[config.mk]
export PLATFORM = sky130hd
export DESIGN_NAME = warp_thread_coordinate_gen
export DESIGN_NICKNAME = d
export VERILOG_FILES = /design/src/rtl/wtcg_pkg.sv /design/src/rtl/warp_thread_coordinate_gen.sv /design/src/rtl/wtcg_fifo.sv /design/src/rtl/wtcg_div.sv /design/src/rtl/wtcg_front.sv /design/src/rtl/wtcg_back.sv
export VERILOG_INCLUDE_DIRS = /design/src /design/src/rtl
export SDC_FILE = /design/constraint.sdc
export NUM_CORES = 1
export LEC_CHECK = 0
export CORE_MARGIN = 2
export CORE_UTILIZATION = 40
export DETAILED_ROUTE_END_ITERATION = 10
export DONT_BUFFER_PORTS = 1
export GPL_TIMING_DRIVEN = 0
export MAX_ROUTING_LAYER = met4
export PLACE_DENSITY = 0.58
export SYNTH_ARGS = -nofsm -noshare
export SYNTH_HDL_FRONTEND = slang
export SYNTH_SLANG_ARGS = --single-unit
[constraint.sdc]
create_clock -name clk -period 12.7 [get_ports clk]
set_input_delay 1.27 -clock clk [delete_from_list [all_inputs] [get_ports clk]]
set_output_delay 1.27 -clock clk [all_outputs]
set_load 0.005 [all_outputs]
[src/rtl/warp_thread_coordinate_gen_macros.svh]
// Assertion macros used by the warp thread coordinate generator top level.
`ifndef WARP_THREAD_COORDINATE_GEN_MACROS_SVH
`define WARP_THREAD_COORDINATE_GEN_MACROS_SVH

// same-cycle implication, off during reset
`define WTCG_ASSERT_IMP(label, ante, cons, msg) \
  label: assert property (@(posedge clk) disable iff (rst) (ante) |-> (cons)) else $error(msg);

// next-cycle implication, off during reset
`define WTCG_ASSERT_NEXT(label, ante, cons, msg) \
  label: assert property (@(posedge clk) disable iff (rst) (ante) |=> (cons)) else $error(msg);

// next-cycle implication that also holds across reset
`define WTCG_ASSERT_RST(label, ante, cons, msg) \
  label: assert property (@(posedge clk) (ante) |=> (cons)) else $error(msg);

`endif

[src/rtl/wtcg_pkg.sv]
// Types, constants and helpers for the warp thread coordinate generator.
`default_nettype none
package wtcg_pkg;

  localparam int MAX_WARP_SIZE = 64;
  localparam int WS_W          = $clog2(MAX_WARP_SIZE + 1);
  localparam int LOCAL_MAX     = 1024;
  localparam int LSZ_W         = 11;
  localparam int COORD_W       = 10;
  localparam int POS_W         = 16;
  localparam int GROUP_W       = 16;
  localparam int WIDX_W        = 10;
  localparam int AREA_W        = 21;
  localparam int CNT_W         = 6;
  localparam int CFG_IDX_W     = 2;
  localparam int CFG_DATA_W    = 11;
  localparam int QDEPTH        = 2;
  localparam int QPTR_W        = 1;
  localparam int QCNT_W        = 2;
  localparam int DIV_CNT_W     = $clog2(POS_W);

  localparam logic [CFG_IDX_W-1:0] REG_LOCAL_SIZE_X = 2'd0;
  localparam logic [CFG_IDX_W-1:0] REG_LOCAL_SIZE_Y = 2'd1;
  localparam logic [CFG_IDX_W-1:0] REG_WARP_SIZE    = 2'd2;

  typedef struct packed {
    logic [GROUP_W-1:0] group_x;
    logic [GROUP_W-1:0] group_y;
    logic [GROUP_W-1:0] group_z;
    logic [POS_W-1:0]   start;
    logic [WS_W-1:0]    ws;
  } req_t;

  typedef struct packed {
    logic empty;
    logic full;
  } fifo_stat_t;

  typedef struct packed {
    logic              start;
    logic [POS_W-1:0]  dividend;
    logic [AREA_W-1:0] divisor;
  } div_cmd_t;

  typedef struct packed {
    logic             done;
    logic [POS_W-1:0] quot;
    logic [POS_W-1:0] rem;
  } div_rsp_t;

  typedef enum logic [1:0] {
    B_IDLE,
    B_WAIT_Z,
    B_WAIT_Y,
    B_EMIT
  } back_state_t;

  // zero reads as one, anything above the max saturates
  function automatic logic [LSZ_W-1:0] clamp_local(input logic [LSZ_W-1:0] v);
    logic [LSZ_W-1:0] r;
    if (v == '0) begin
      r = LSZ_W'(1);
    end else if (v > LSZ_W'(LOCAL_MAX)) begin
      r = LSZ_W'(LOCAL_MAX);
    end else begin
      r = v;
    end
    return r;
  endfunction

endpackage
`default_nettype wire

[src/rtl/warp_thread_coordinate_gen.sv]
// Top level of the warp thread coordinate generator.
//
//   port group   dir   handshake            contents
//   in_*         in    in_valid / in_stall  group_x/y/z, warp_index
//   out_*        out   out_valid/out_stall  local_x/y/z, out_group_x/y/z, last_point
//   cfg_*        in    cfg_write            cfg_index, cfg_data
//
// A warp makes two passes through the shared 16-step divider (start over local
// area, then remainder over size x), then one point per cycle while out_stall
// is low. A two-entry queue takes the next request meanwhile.
// Synchronous reset empties the queue and idles both parts; config returns to
// 1/1/32. out_stall holds the current point; in_stall rises only when the queue is full.
`default_nettype none
`include "warp_thread_coordinate_gen_macros.svh"
module warp_thread_coordinate_gen (
  input  wire logic                              clk,
  input  wire logic                              rst,
  input  wire logic                              cfg_write,
  input  wire logic [wtcg_pkg::CFG_IDX_W-1:0]    cfg_index,
  input  wire logic [wtcg_pkg::CFG_DATA_W-1:0]   cfg_data,
  input  wire logic                              in_valid,
  output logic                                   in_stall,
  input  wire logic [wtcg_pkg::GROUP_W-1:0]      group_x,
  input  wire logic [wtcg_pkg::GROUP_W-1:0]      group_y,
  input  wire logic [wtcg_pkg::GROUP_W-1:0]      group_z,
  input  wire logic [wtcg_pkg::WIDX_W-1:0]       warp_index,
  output logic                                   out_valid,
  input  wire logic                              out_stall,
  output logic [wtcg_pkg::COORD_W-1:0]           local_x,
  output logic [wtcg_pkg::COORD_W-1:0]           local_y,
  output logic [wtcg_pkg::POS_W-1:0]             local_z,
  output logic [wtcg_pkg::GROUP_W-1:0]           out_group_x,
  output logic [wtcg_pkg::GROUP_W-1:0]           out_group_y,
  output logic [wtcg_pkg::GROUP_W-1:0]           out_group_z,
  output logic                                   last_point
);

  logic [wtcg_pkg::LSZ_W-1:0]  local_size_x;
  logic [wtcg_pkg::LSZ_W-1:0]  local_size_y;
  logic [wtcg_pkg::WS_W-1:0]   warp_size;
  logic [wtcg_pkg::LSZ_W-1:0]  size_x;
  logic [wtcg_pkg::LSZ_W-1:0]  size_y;

  logic                        fifo_push;
  logic                        fifo_pop;
  wtcg_pkg::req_t              push_data;
  wtcg_pkg::req_t              head;
  wtcg_pkg::fifo_stat_t        fifo_stat;
  wtcg_pkg::div_cmd_t          div_cmd;
  wtcg_pkg::div_rsp_t          div_rsp;

  always_ff @(posedge clk) begin
    if (rst) begin
      local_size_x <= wtcg_pkg::LSZ_W'(1);
      local_size_y <= wtcg_pkg::LSZ_W'(1);
      warp_size    <= wtcg_pkg::WS_W'(32);
    end else if (cfg_write) begin
      case (cfg_index)
        wtcg_pkg::REG_LOCAL_SIZE_X: local_size_x <= cfg_data;
        wtcg_pkg::REG_LOCAL_SIZE_Y: local_size_y <= cfg_data;
        wtcg_pkg::REG_WARP_SIZE:    warp_size    <= cfg_data[wtcg_pkg::WS_W-1:0];
        default: begin
        end
      endcase
    end
  end

  assign size_x = wtcg_pkg::clamp_local(local_size_x);
  assign size_y = wtcg_pkg::clamp_local(local_size_y);

  wtcg_front u_front (
    .in_valid   (in_valid),
    .in_stall   (in_stall),
    .group_x    (group_x),
    .group_y    (group_y),
    .group_z    (group_z),
    .warp_index (warp_index),
    .warp_size  (warp_size),
    .fifo_stat  (fifo_stat),
    .push       (fifo_push),
    .push_data  (push_data)
  );

  wtcg_fifo u_fifo (
    .clk       (clk),
    .rst       (rst),
    .push      (fifo_push),
    .push_data (push_data),
    .pop       (fifo_pop),
    .head      (head),
    .stat      (fifo_stat)
  );

  wtcg_div u_div (
    .clk (clk),
    .rst (rst),
    .cmd (div_cmd),
    .rsp (div_rsp)
  );

  wtcg_back u_back (
    .clk         (clk),
    .rst         (rst),
    .head        (head),
    .fifo_stat   (fifo_stat),
    .pop         (fifo_pop),
    .size_x      (size_x),
    .size_y      (size_y),
    .div_cmd     (div_cmd),
    .div_rsp     (div_rsp),
    .out_valid   (out_valid),
    .out_stall   (out_stall),
    .local_x     (local_x),
    .local_y     (local_y),
    .local_z     (local_z),
    .out_group_x (out_group_x),
    .out_group_y (out_group_y),
    .out_group_z (out_group_z),
    .last_point  (last_point)
  );

  `WTCG_ASSERT_IMP(a_pop_not_empty, fifo_pop, !fifo_stat.empty, "pop from empty queue")
  `WTCG_ASSERT_IMP(a_point_has_req, out_valid, !fifo_stat.empty, "point without a request")
  `WTCG_ASSERT_NEXT(a_run_continues, out_valid && !out_stall && !last_point, out_valid && $stable(out_group_x) && $stable(out_group_z), "warp run broke early")
  `WTCG_ASSERT_RST(a_reset_idle, rst, !out_valid && !in_stall, "not idle after reset")

endmodule
`default_nettype wire

[src/rtl/wtcg_fifo.sv]
// Short request queue between the front and back parts.
`default_nettype none
module wtcg_fifo (
  input  wire logic                clk,
  input  wire logic                rst,
  input  wire logic                push,
  input  wire wtcg_pkg::req_t      push_data,
  input  wire logic                pop,
  output wtcg_pkg::req_t           head,
  output wtcg_pkg::fifo_stat_t     stat
);

  wtcg_pkg::req_t                    entries [wtcg_pkg::QDEPTH];
  logic [wtcg_pkg::QPTR_W-1:0]       wr_ptr;
  logic [wtcg_pkg::QPTR_W-1:0]       rd_ptr;
  logic [wtcg_pkg::QCNT_W-1:0]       count;

  function automatic logic [wtcg_pkg::QPTR_W-1:0] ptr_inc(
    input logic [wtcg_pkg::QPTR_W-1:0] p
  );
    logic [wtcg_pkg::QPTR_W-1:0] r;
    if (p == wtcg_pkg::QPTR_W'(wtcg_pkg::QDEPTH - 1)) begin
      r = '0;
    end else begin
      r = p + wtcg_pkg::QPTR_W'(1);
    end
    return r;
  endfunction

  always_ff @(posedge clk) begin
    if (rst) begin
      wr_ptr <= '0;
      rd_ptr <= '0;
      count  <= '0;
    end else begin
      if (push) begin
        wr_ptr <= ptr_inc(wr_ptr);
      end
      if (pop) begin
        rd_ptr <= ptr_inc(rd_ptr);
      end
      if (push && !pop) begin
        count <= count + wtcg_pkg::QCNT_W'(1);
      end else if (pop && !push) begin
        count <= count - wtcg_pkg::QCNT_W'(1);
      end
    end
  end

  always_ff @(posedge clk) begin
    if (push) begin
      entries[wr_ptr] <= push_data;
    end
  end

  assign head       = entries[rd_ptr];
  assign stat.empty = (count == '0);
  assign stat.full  = (count == wtcg_pkg::QCNT_W'(wtcg_pkg::QDEPTH));

endmodule
`default_nettype wire

[src/rtl/wtcg_div.sv]
// Restoring divider, one quotient bit per cycle.
`default_nettype none
module wtcg_div (
  input  wire logic               clk,
  input  wire logic               rst,
  input  wire wtcg_pkg::div_cmd_t cmd,
  output wtcg_pkg::div_rsp_t      rsp
);

  logic                               busy;
  logic                               done;
  logic [wtcg_pkg::DIV_CNT_W-1:0]     cnt;
  logic [wtcg_pkg::POS_W-1:0]         dq;
  logic [wtcg_pkg::POS_W-1:0]         rem;
  logic [wtcg_pkg::AREA_W-1:0]        dvs;

  logic [wtcg_pkg::POS_W:0]           trial;
  logic [wtcg_pkg::POS_W:0]           diff;
  logic                               ge;
  logic [wtcg_pkg::POS_W-1:0]         rem_next;

  always_comb begin
    trial = {rem, dq[wtcg_pkg::POS_W-1]};
    ge    = {{(wtcg_pkg::AREA_W - wtcg_pkg::POS_W - 1){1'b0}}, trial} >= dvs;
    diff  = trial - dvs[wtcg_pkg::POS_W:0];
    // partial remainder never exceeds the dividend prefix, so it fits POS_W
    rem_next = ge ? diff[wtcg_pkg::POS_W-1:0] : trial[wtcg_pkg::POS_W-1:0];
  end

  always_ff @(posedge clk) begin
    if (rst) begin
      busy <= 1'b0;
      done <= 1'b0;
    end else begin
      done <= 1'b0;
      if (cmd.start) begin
        busy <= 1'b1;
      end else if (busy && cnt == '0) begin
        busy <= 1'b0;
        done <= 1'b1;
      end
    end
  end

  always_ff @(posedge clk) begin
    if (cmd.start) begin
      cnt <= wtcg_pkg::DIV_CNT_W'(wtcg_pkg::POS_W - 1);
      dq  <= cmd.dividend;
      rem <= '0;
      dvs <= cmd.divisor;
    end else if (busy) begin
      cnt <= cnt - wtcg_pkg::DIV_CNT_W'(1);
      rem <= rem_next;
      dq  <= {dq[wtcg_pkg::POS_W-2:0], ge};
    end
  end

  assign rsp.done = done;
  assign rsp.quot = dq;
  assign rsp.rem  = rem;

endmodule
`default_nettype wire

[src/rtl/wtcg_front.sv]
// Front part: takes warp requests, saturates the warp size, forms the start position.
`default_nettype none
module wtcg_front (
  input  wire logic                          in_valid,
  output logic                               in_stall,
  input  wire logic [wtcg_pkg::GROUP_W-1:0]  group_x,
  input  wire logic [wtcg_pkg::GROUP_W-1:0]  group_y,
  input  wire logic [wtcg_pkg::GROUP_W-1:0]  group_z,
  input  wire logic [wtcg_pkg::WIDX_W-1:0]   warp_index,
  input  wire logic [wtcg_pkg::WS_W-1:0]     warp_size,
  input  wire wtcg_pkg::fifo_stat_t          fifo_stat,
  output logic                               push,
  output wtcg_pkg::req_t                     push_data
);

  logic [wtcg_pkg::WS_W-1:0] ws_sat;

  always_comb begin
    if (warp_size > wtcg_pkg::WS_W'(wtcg_pkg::MAX_WARP_SIZE)) begin
      ws_sat = wtcg_pkg::WS_W'(wtcg_pkg::MAX_WARP_SIZE);
    end else begin
      ws_sat = warp_size;
    end

    push_data.group_x = group_x;
    push_data.group_y = group_y;
    push_data.group_z = group_z;
    // 1023 * 64 still fits the 16-bit position
    push_data.start   = wtcg_pkg::POS_W'(warp_index) * wtcg_pkg::POS_W'(ws_sat);
    push_data.ws      = ws_sat;
  end

  assign in_stall = fifo_stat.full;
  // a zero-size warp produces nothing and is dropped here
  assign push     = in_valid && !fifo_stat.full && (ws_sat != '0);

endmodule
`default_nettype wire

[src/rtl/wtcg_back.sv]
// Back part: splits the start position, then steps out one point per cycle unless out_stall holds it.
`default_nettype none
module wtcg_back (
  input  wire logic                          clk,
  input  wire logic                          rst,
  input  wire wtcg_pkg::req_t                head,
  input  wire wtcg_pkg::fifo_stat_t          fifo_stat,
  output logic                               pop,
  input  wire logic [wtcg_pkg::LSZ_W-1:0]    size_x,
  input  wire logic [wtcg_pkg::LSZ_W-1:0]    size_y,
  output wtcg_pkg::div_cmd_t                 div_cmd,
  input  wire wtcg_pkg::div_rsp_t            div_rsp,
  output logic                               out_valid,
  input  wire logic                          out_stall,
  output logic [wtcg_pkg::COORD_W-1:0]       local_x,
  output logic [wtcg_pkg::COORD_W-1:0]       local_y,
  output logic [wtcg_pkg::POS_W-1:0]         local_z,
  output logic [wtcg_pkg::GROUP_W-1:0]       out_group_x,
  output logic [wtcg_pkg::GROUP_W-1:0]       out_group_y,
  output logic [wtcg_pkg::GROUP_W-1:0]       out_group_z,
  output logic                               last_point
);

  wtcg_pkg::back_state_t              state;
  wtcg_pkg::back_state_t              state_next;
  logic [wtcg_pkg::AREA_W-1:0]        area;
  logic [wtcg_pkg::AREA_W-1:0]        area_full;
  logic [wtcg_pkg::COORD_W-1:0]       cur_x;
  logic [wtcg_pkg::COORD_W-1:0]       cur_x_next;
  logic [wtcg_pkg::COORD_W-1:0]       cur_y;
  logic [wtcg_pkg::COORD_W-1:0]       cur_y_next;
  logic [wtcg_pkg::POS_W-1:0]         cur_z;
  logic [wtcg_pkg::POS_W-1:0]         cur_z_next;
  logic [wtcg_pkg::CNT_W-1:0]         point_count;
  logic [wtcg_pkg::CNT_W-1:0]         point_count_next;
  logic                               last;
  logic                               x_wrap;
  logic                               y_wrap;

  // the user must change sizes only while idle (not enforced here) for the registered area to be current
  assign area_full = wtcg_pkg::AREA_W'(size_x) * wtcg_pkg::AREA_W'(size_y);

  always_ff @(posedge clk) begin
    area <= area_full;
  end

  always_comb begin
    last   = (wtcg_pkg::WS_W'(point_count) + wtcg_pkg::WS_W'(1)) == head.ws;
    x_wrap = (wtcg_pkg::LSZ_W'(cur_x) + wtcg_pkg::LSZ_W'(1)) == size_x;
    y_wrap = (wtcg_pkg::LSZ_W'(cur_y) + wtcg_pkg::LSZ_W'(1)) == size_y;
  end

  always_ff @(posedge clk) begin
    if (rst) begin
      state <= wtcg_pkg::B_IDLE;
    end else begin
      state <= state_next;
    end
  end

  always_ff @(posedge clk) begin
    cur_x       <= cur_x_next;
    cur_y       <= cur_y_next;
    cur_z       <= cur_z_next;
    point_count <= point_count_next;
  end

  always_comb begin
    state_next       = state;
    cur_x_next       = cur_x;
    cur_y_next       = cur_y;
    cur_z_next       = cur_z;
    point_count_next = point_count;
    pop              = 1'b0;
    div_cmd.start    = 1'b0;
    div_cmd.dividend = head.start;
    div_cmd.divisor  = area;
    case (state)
      wtcg_pkg::B_IDLE: begin
        if (!fifo_stat.empty) begin
          div_cmd.start = 1'b1;
          state_next    = wtcg_pkg::B_WAIT_Z;
        end
      end
      wtcg_pkg::B_WAIT_Z: begin
        div_cmd.dividend = div_rsp.rem;
        div_cmd.divisor  = wtcg_pkg::AREA_W'(size_x);
        if (div_rsp.done) begin
          cur_z_next    = div_rsp.quot;
          div_cmd.start = 1'b1;
          state_next    = wtcg_pkg::B_WAIT_Y;
        end
      end
      wtcg_pkg::B_WAIT_Y: begin
        if (div_rsp.done) begin
          cur_y_next       = div_rsp.quot[wtcg_pkg::COORD_W-1:0];
          cur_x_next       = div_rsp.rem[wtcg_pkg::COORD_W-1:0];
          point_count_next = '0;
          state_next       = wtcg_pkg::B_EMIT;
        end
      end
      wtcg_pkg::B_EMIT: begin
        if (!out_stall) begin
          if (last) begin
            pop        = 1'b1;
            state_next = wtcg_pkg::B_IDLE;
          end else begin
            point_count_next = point_count + wtcg_pkg::CNT_W'(1);
            // x rolls into y, y rolls into z
            if (x_wrap) begin
              cur_x_next = '0;
              if (y_wrap) begin
                cur_y_next = '0;
                cur_z_next = cur_z + wtcg_pkg::POS_W'(1);
              end else begin
                cur_y_next = cur_y + wtcg_pkg::COORD_W'(1);
              end
            end else begin
              cur_x_next = cur_x + wtcg_pkg::COORD_W'(1);
            end
          end
        end
      end
      default: begin
        state_next = wtcg_pkg::B_IDLE;
      end
    endcase
  end

  assign out_valid   = (state == wtcg_pkg::B_EMIT);
  assign local_x     = cur_x;
  assign local_y     = cur_y;
  assign local_z     = cur_z;
  assign out_group_x = head.group_x;
  assign out_group_y = head.group_y;
  assign out_group_z = head.group_z;
  assign last_point  = last;

endmodule
`default_nettype wire
Word-level counts from Yosys, hierarchy flattened
Memory sizes are Yosys's and may differ from the RTL's. A register that Yosys moved wholly into a read port is not among the register bits.
Cells that the tools add are included.
{ "word_totals": {"reg_bits": 157, "ram_bits": 142, "input_bits": 76, "elab_cells": 137, "mem_count": 1} }
{ "memory_table": {"columns": ["memory", "words", "word_bits", "rd", "rd_clocked_by_memory_dff", "wr", "line_no", "source"], "rows": [
  ["u_fifo.entries", 2, 71, 1, 1, 1, "wtcg_fifo.sv:13", "wtcg_pkg::req_t entries [wtcg_pkg::QDEPTH];"]
]} }
{ "op_classes": {"addsub": 13, "n_mul": 2, "n_lt_le_gt_ge": 4, "n_eq_ne": 17, "mux": 53, "n_reduce_logical": 28} }
{ "ops": {"columns": ["operator", "count"], "rows": [
  ["16-bit 2-to-1 mux", 8],
  ["10-bit 2-to-1 mux", 9],
  ["11-bit 2-to-1 mux", 4],
  ["10-bit one-hot mux with 2 select lines", 2],
  ["37-bit 2-to-1 mux", 1],
  ["16-bit one-hot mux with 2 select lines", 1],
  ["10-bit by 1-bit adder with 11-bit output, second input constant", 2],
  ["11-bit equality test", 2],
  ["11-bit > comparator, second input constant", 2],
  ["11-bit logical NOT", 2],
  ["17-bit by 21-bit greater-or-equal comparator with 1-bit output", 1],
  ["11-bit by 11-bit multiplier with 21-bit output", 1],
  ["10-bit by 1-bit adder with 10-bit output, second input constant", 2],
  ["6-bit 2-to-1 mux", 3],
  ["16-bit by 1-bit adder with 16-bit output, second input constant", 1],
  ["10-bit by 7-bit multiplier with 16-bit output", 1],
  ["16-bit subtractor", 1],
  ["1-bit 2-to-1 mux", 14],
  ["2-bit 2-to-1 mux", 7],
  ["6-bit one-hot mux with 2 select lines", 1],
  ["2-bit != test, second input constant", 5],
  ["5-bit AND reduction", 2],
  ["2-bit nonzero test", 5],
  ["2-bit equality test, second input constant", 4],
  ["22 further kinds", 36]
]} }

Longest topological paths before layout
{ "depth": {"ltp_word": 9, "mapped_depth": 23, "depth_no_buf": 22} }

By module
Synthesis repeated with hierarchy kept, for this count alone.
{ "hier_totals": {"hier_cells": 1907, "hier_area_um2": 20825.0} }
{ "by_module_without_submodules": {"columns": ["mod", "instances", "cells_each", "area_per_inst_um2"], "rows": [
  ["wtcg_back", 1, 918, 8385.5],
  ["wtcg_fifo", 1, 243, 5355.1],
  ["wtcg_div", 1, 310, 3265.6],
  ["wtcg_front", 1, 306, 2567.5],
  ["warp_thread_coordinate_gen", 1, 130, 1251.2]
]} }

Worst setup path after synthesis
No wires, ideal clock.
{ "synth_timing": {"kind": "register to register", "start": "register local_size_y[10] in the netlist's numbering", "end": "register u_back.area[19] in the netlist's numbering", "setup_time_ns": 0.106, "arrival_ns": 5.472, "required_ns": 12.594, "path_slack_ns": 7.122, "stages_incl_launch_ff": 20, "n_path_buf": 3, "synth_period_minus_slack_ns": 5.578, "path_cell_list": "dfxtp_1 clkbuf_1 clkbuf_1 clkbuf_1 nand2b_1 nor2_1 fa_1 fa_1 fa_1 fa_1 inv_1 fa_1 inv_1 ha_1 and2_1 nand2_1 a211oi_1 o21ai_0 a211o_1 o311ai_0"} }
{ "synth_via": {"elab_chain_len": 4, "elab_cells_between_ends": 5, "cone_classes": "mul (1); order compare (1); mux (2); reduce/logical (1)"} }
{ "synth_rtl": {"columns": ["item", "line_no", "source"], "rows": [
  ["from (decl)", "warp_thread_coordinate_gen.sv:39", "logic [wtcg_pkg::LSZ_W-1:0] local_size_y;"],
  ["from (signal assigned)", "warp_thread_coordinate_gen.sv:55", "local_size_y <= wtcg_pkg::LSZ_W'(1);"],
  ["from (signal assigned)", "warp_thread_coordinate_gen.sv:60", "wtcg_pkg::REG_LOCAL_SIZE_Y: local_size_y <= cfg_data;"],
  ["11-bit > comparator", "wtcg_pkg.sv:63", "end else if (v > LSZ_W'(LOCAL_MAX)) begin"],
  ["11-bit 2-to-1 mux", "wtcg_pkg.sv:63", null],
  ["11-bit 2-to-1 mux (*)", "wtcg_pkg.sv:61", "if (v == '0) begin"],
  ["11-bit by 11-bit multiplier with 21-bit output (*)", "wtcg_back.sv:41", "assign area_full = wtcg_pkg::AREA_W'(size_x) * wtcg_pkg::AREA_W'(size_y);"],
  ["net u_back.area_full (one bit)", "wtcg_back.sv:27", "logic [wtcg_pkg::AREA_W-1:0] area_full;"],
  ["to (signal assigned)", "wtcg_back.sv:44", "area <= area_full;"],
  ["to (decl)", "wtcg_back.sv:26", "logic [wtcg_pkg::AREA_W-1:0] area;"]
]} }
The timed path passes the listed nets; every way through them passes the cells marked *.
A chain may end at the register's enable or synchronous reset.

Worst setup path after layout
{ "layout_timing": {"start": "register local_size_y[10] in the netlist's numbering", "end": "register u_back.area[17] in the netlist's numbering"} }
The elaborated chain is that of the path after synthesis.

==> reports/qor.csv <==
stage;metric;value;unit
run_status;status;finished clean;
clock_tree;Max Root-Sink Buffers;3;
logic_synthesis;sequential fraction of the synthesis area;42.0;%
clock_tree;# clock sinks;300;
setup_path;Crit path max-delay family;adder cells;
clock_tree;Hold-fix buffers, CTS;0;
clock_tree;Num CTS Buffers;31;
setup_path;WP data arrival;7.65;ns
power_and_ir_drop;VDD IR max;0.126;mV
run;max-cap violation count;0;
sta;Setup violations, final;0;
global_routing;largest net degree at the start of global routing;39;
setup_path;slowest stage delay, CP;0.59;ns
setup_path;CP max stage cell;fa_1;
drt;Vias/cell;5.36;
layout;Post-Layout Cell Count;2524;
setup_path;Buf/Inv on CP;5;
logic_synthesis;Post-Synth XOR/XNOR Area;4.86;%
sta;RSZ-0062 raised after global routing;no;
drt;final wirelength;50400;microns
logic_synthesis;Post-synth EDFFs;221;
logic_synthesis;Primary FF master, synth;edfxtp_1;
die;area of the core;48500;sq um
logic_synthesis;Synth Area per Inst;10.6;sq um
die;Die Ht;225;microns
setup_path;Crit path top cell by count;fa_1;
clock_tree;clock latency at the later pin of the worst-skew pair;0.57;ns
logic_synthesis;post-synth top area share;33.9;%
logic_synthesis;post-synth cell types;70;
logic_synthesis;top-count cell post-synth;edfxtp_1;
placement;cell count after placement;2467;
clock_tree;post_cts resized;0;
sta;TNS Setup;0;ns
logic_synthesis;post-synth net total;2154;
clock_tree;post-CTS setup buffer count;0;
drt;DRC violations left;0;
clock_tree;H-tree depth;1;
global_routing;GRT Util Overall;20.8;%
drt;Wirelength per Cell;20.0;microns
sta;minimum clock period;7.23;ns
die;Starting Density;40.3;%
setup_path;CP cell instances;clkbuf_1 -> clkbuf_1 -> clkbuf_1 -> nand2b_1 -> nor2_1 -> fa_1 -> fa_1 -> fa_1 -> fa_1 -> inv_1 -> fa_1 -> inv_1 -> ha_1 -> and2_1 -> nand2_1 -> a211oi_1 -> o221ai_1 -> o311ai_0;
logic_synthesis;Area contributors post-synth;edfxtp_1 34%, fa_1 12%, dfxtp_1 8.1%, ha_1 7.6%, mux2_2 3.7%;
die;cell row count;81;
global_routing;grt ovf;0;
drt;ANT nets after route;0;
logic_synthesis;compound-cell area share of the yosys netlist;8.06;%
drt;DR vias;13500;
layout;fillers;4554;
logic_synthesis;Ys Warns;0;
die;Die X-Extent;225;microns
logic_synthesis;commonest cells in the netlist;221 x edfxtp_1, 182 x nand2_1, 181 x nor2_1;
global_routing;first-pass GRT wire length;78800;microns
die;Die ar.;50700;sq um
global_routing;initial antenna violation count;1;
logic_synthesis;adder-cell share of the synthesized area;19.6;%
clock_tree;CTS tree;built;
sta;max-slew violations;0;
setup_path;crit-path max FO;10;
sta;Max-slew headroom;22.1;%
placement;# port buffers;0;
logic_synthesis;Syn Inst Count;1842;
logic_synthesis;simple logic cell fraction of the synthesized area;13.8;%
sta;Final Hold Fails;0;
drt;1st-pass router iterations;5;
logic_synthesis;synthesized flop and latch total;300;
sta;slew of the pin with the lowest slew margin;1.17;ns
power_and_ir_drop;pwr dens;143;nW/um^2
setup_path;Critical Path RT;13.12;ns
setup_path;Worst Setup Start Kind;flop;
logic_synthesis;Synth async-reset ratio;0;%
clock_tree;CTS root buf;clkbuf_16;
setup_path;kind of critical path;flop to flop;
sta;Max Clk Rate;138;MHz
layout;Area Growth Syn to Fin;9.48;%
clock_tree;CTS clk-pin slew, worst paths;0.07;ns
setup_path;crit path capture type;flop;
hold_path;min-delay worst type;flop to flop;
sta;Worst Skew;0.0190;ns
power_and_ir_drop;Lkg Pwr;8.76;nW
die;number of I/O pins;163;
layout;layout cells sized above 1;7.05;%
logic_synthesis;largest family of logic cells by synthesized area;adder cells;
global_routing;vias in the first global route;13900;
drt;DR iter-0 viols;884;
logic_synthesis;area leader, netlist;edfxtp_1;
placement;dpl hpwl;39200;microns
sta;final worst path period share;56.9;%
logic_synthesis;proportion of synthesized area in mux cells;6.55;%
logic_synthesis;Mapped Area;19600;sq um
layout;post-layout net count;2190;
placement;gp weighted congestion;0.889;
logic make-up (layout without fill, tap and decap cells):
| family | Yosys count | count (layout) |
|---|---|---|
| AOI/OAI and AO/OA | 247 | 247 |
| xor gates and xnor gates | 99 | 99 |
| adders and majority gates | 236 | 236 |
| buffers and inverters | 259 | 318 |
| DFF | 300 | 300 |
| muxes | 120 | 120 |
| other | 0 | 1 |
| and+or+nand+nor | 581 | 581 |
path summary, 6_finish.rpt:
kind / startpoint / endpoint / slack, ns / cells past startpoint
worst min register to register: warp_size[5]$_SDFFE_PP1P_ / warp_size[5]$_SDFFE_PP1P_ / 0.48 / 1
worst max-delay path: local_size_y[10]$_SDFFE_PP0P_ / u_back.area[17]$_DFF_P_ / 5.47 / 18
worst max register to register: local_size_y[10]$_SDFFE_PP0P_ / u_back.area[17]$_DFF_P_ / 5.47 / 18
worst min-delay path: warp_size[5]$_SDFFE_PP1P_ / warp_size[5]$_SDFFE_PP1P_ / 0.48 / 1
final cells by class:
type	instances	area, sq um	share of cell area, %
multi-input combinational	1283	10400	48.4
sequential	300	8220	38.4
clock buffer	42	847	3.96
tap	622	778	3.64
inverter	179	672	3.14
buffer	80	318	1.48
clock inverter	14	153	0.713
timing repair buffer	3	60.1	0.281
antenna	1	2.50	0.0117
stage by stage:
step	hold WS, ns	setup slack, ns	power (mW)	area, sq um	util [%]
final	0.483	5.47	3.07	21400	44.1
after global routing	0.512	5.12	3.24	21400	44.1
after CTS	0.484	5.46	3.09	21400	44.1
after detailed placement	0.472	5.49	2.18	20400	42.0
after global placement	0.461	5.26	2.16	20300	41.9
after floorplan	0.436	7.12	1.93	19600	-
placed cells by master (no fill, tap or decap), drive strengths merged, types with 5 or more instances in the layout:
| cell type | n |
|---|---|
| a22o | 7 |
| nor4 | 8 |
| mux2i | 56 |
| or4 | 5 |
| dfxtp | 79 |
| a211o | 5 |
| a21oi | 75 |
| mux2 | 64 |
| o21ai | 62 |
| buf | 15 |
| nand2 | 182 |
| edfxtp | 221 |
| a21o | 13 |
| nor2 | 181 |
| clkbuf | 110 |
| fa | 118 |
| xnor2 | 63 |
| nor3b | 6 |
| nand2b | 13 |
| and3 | 11 |
| nand4 | 10 |
| nor2b | 45 |
| ha | 118 |
| o21bai | 5 |
| xnor3 | 6 |
| a211oi | 8 |
| xor2 | 30 |
| and2 | 37 |
| clkinv | 9 |
| or3 | 13 |
| inv | 179 |
| nor3 | 23 |
| nand3 | 36 |
| o21a | 17 |
| o31ai | 12 |
| a31oi | 7 |
power breakdown:
part           internal, mW  switching [mW]  leakage [nW]
Combinational         0.312           0.497          5.56
Sequential             1.25           0.107          2.71
Clock                 0.526           0.375         0.486
flip-flops by register name, indices dropped and copies added (netlist names), 2 cells and up, named ones only:
name	flops
u_div.rem	16
u_back.area	21
warp_size	7
u_back.local_x	10
u_back.local_z	16
u_back.point_count	6
u_back.state	2
local_size_y	11
local_size_x	11
u_back.local_y	10
u_div.cnt	4
u_fifo.count	2
u_div.dq	16
u_fifo.entries	142
u_div.dvs	21
metal layers:
layer	up-vias	wire, microns	track usage, %
li1	6353	-	-
met1	6633	21000	25.3
met2	429	23800	34.0
met5	-	0	-
met3	102	3600	4.51
met4	0	2000	7.48
Note: power is estimated with default switching activity, not from simulation.
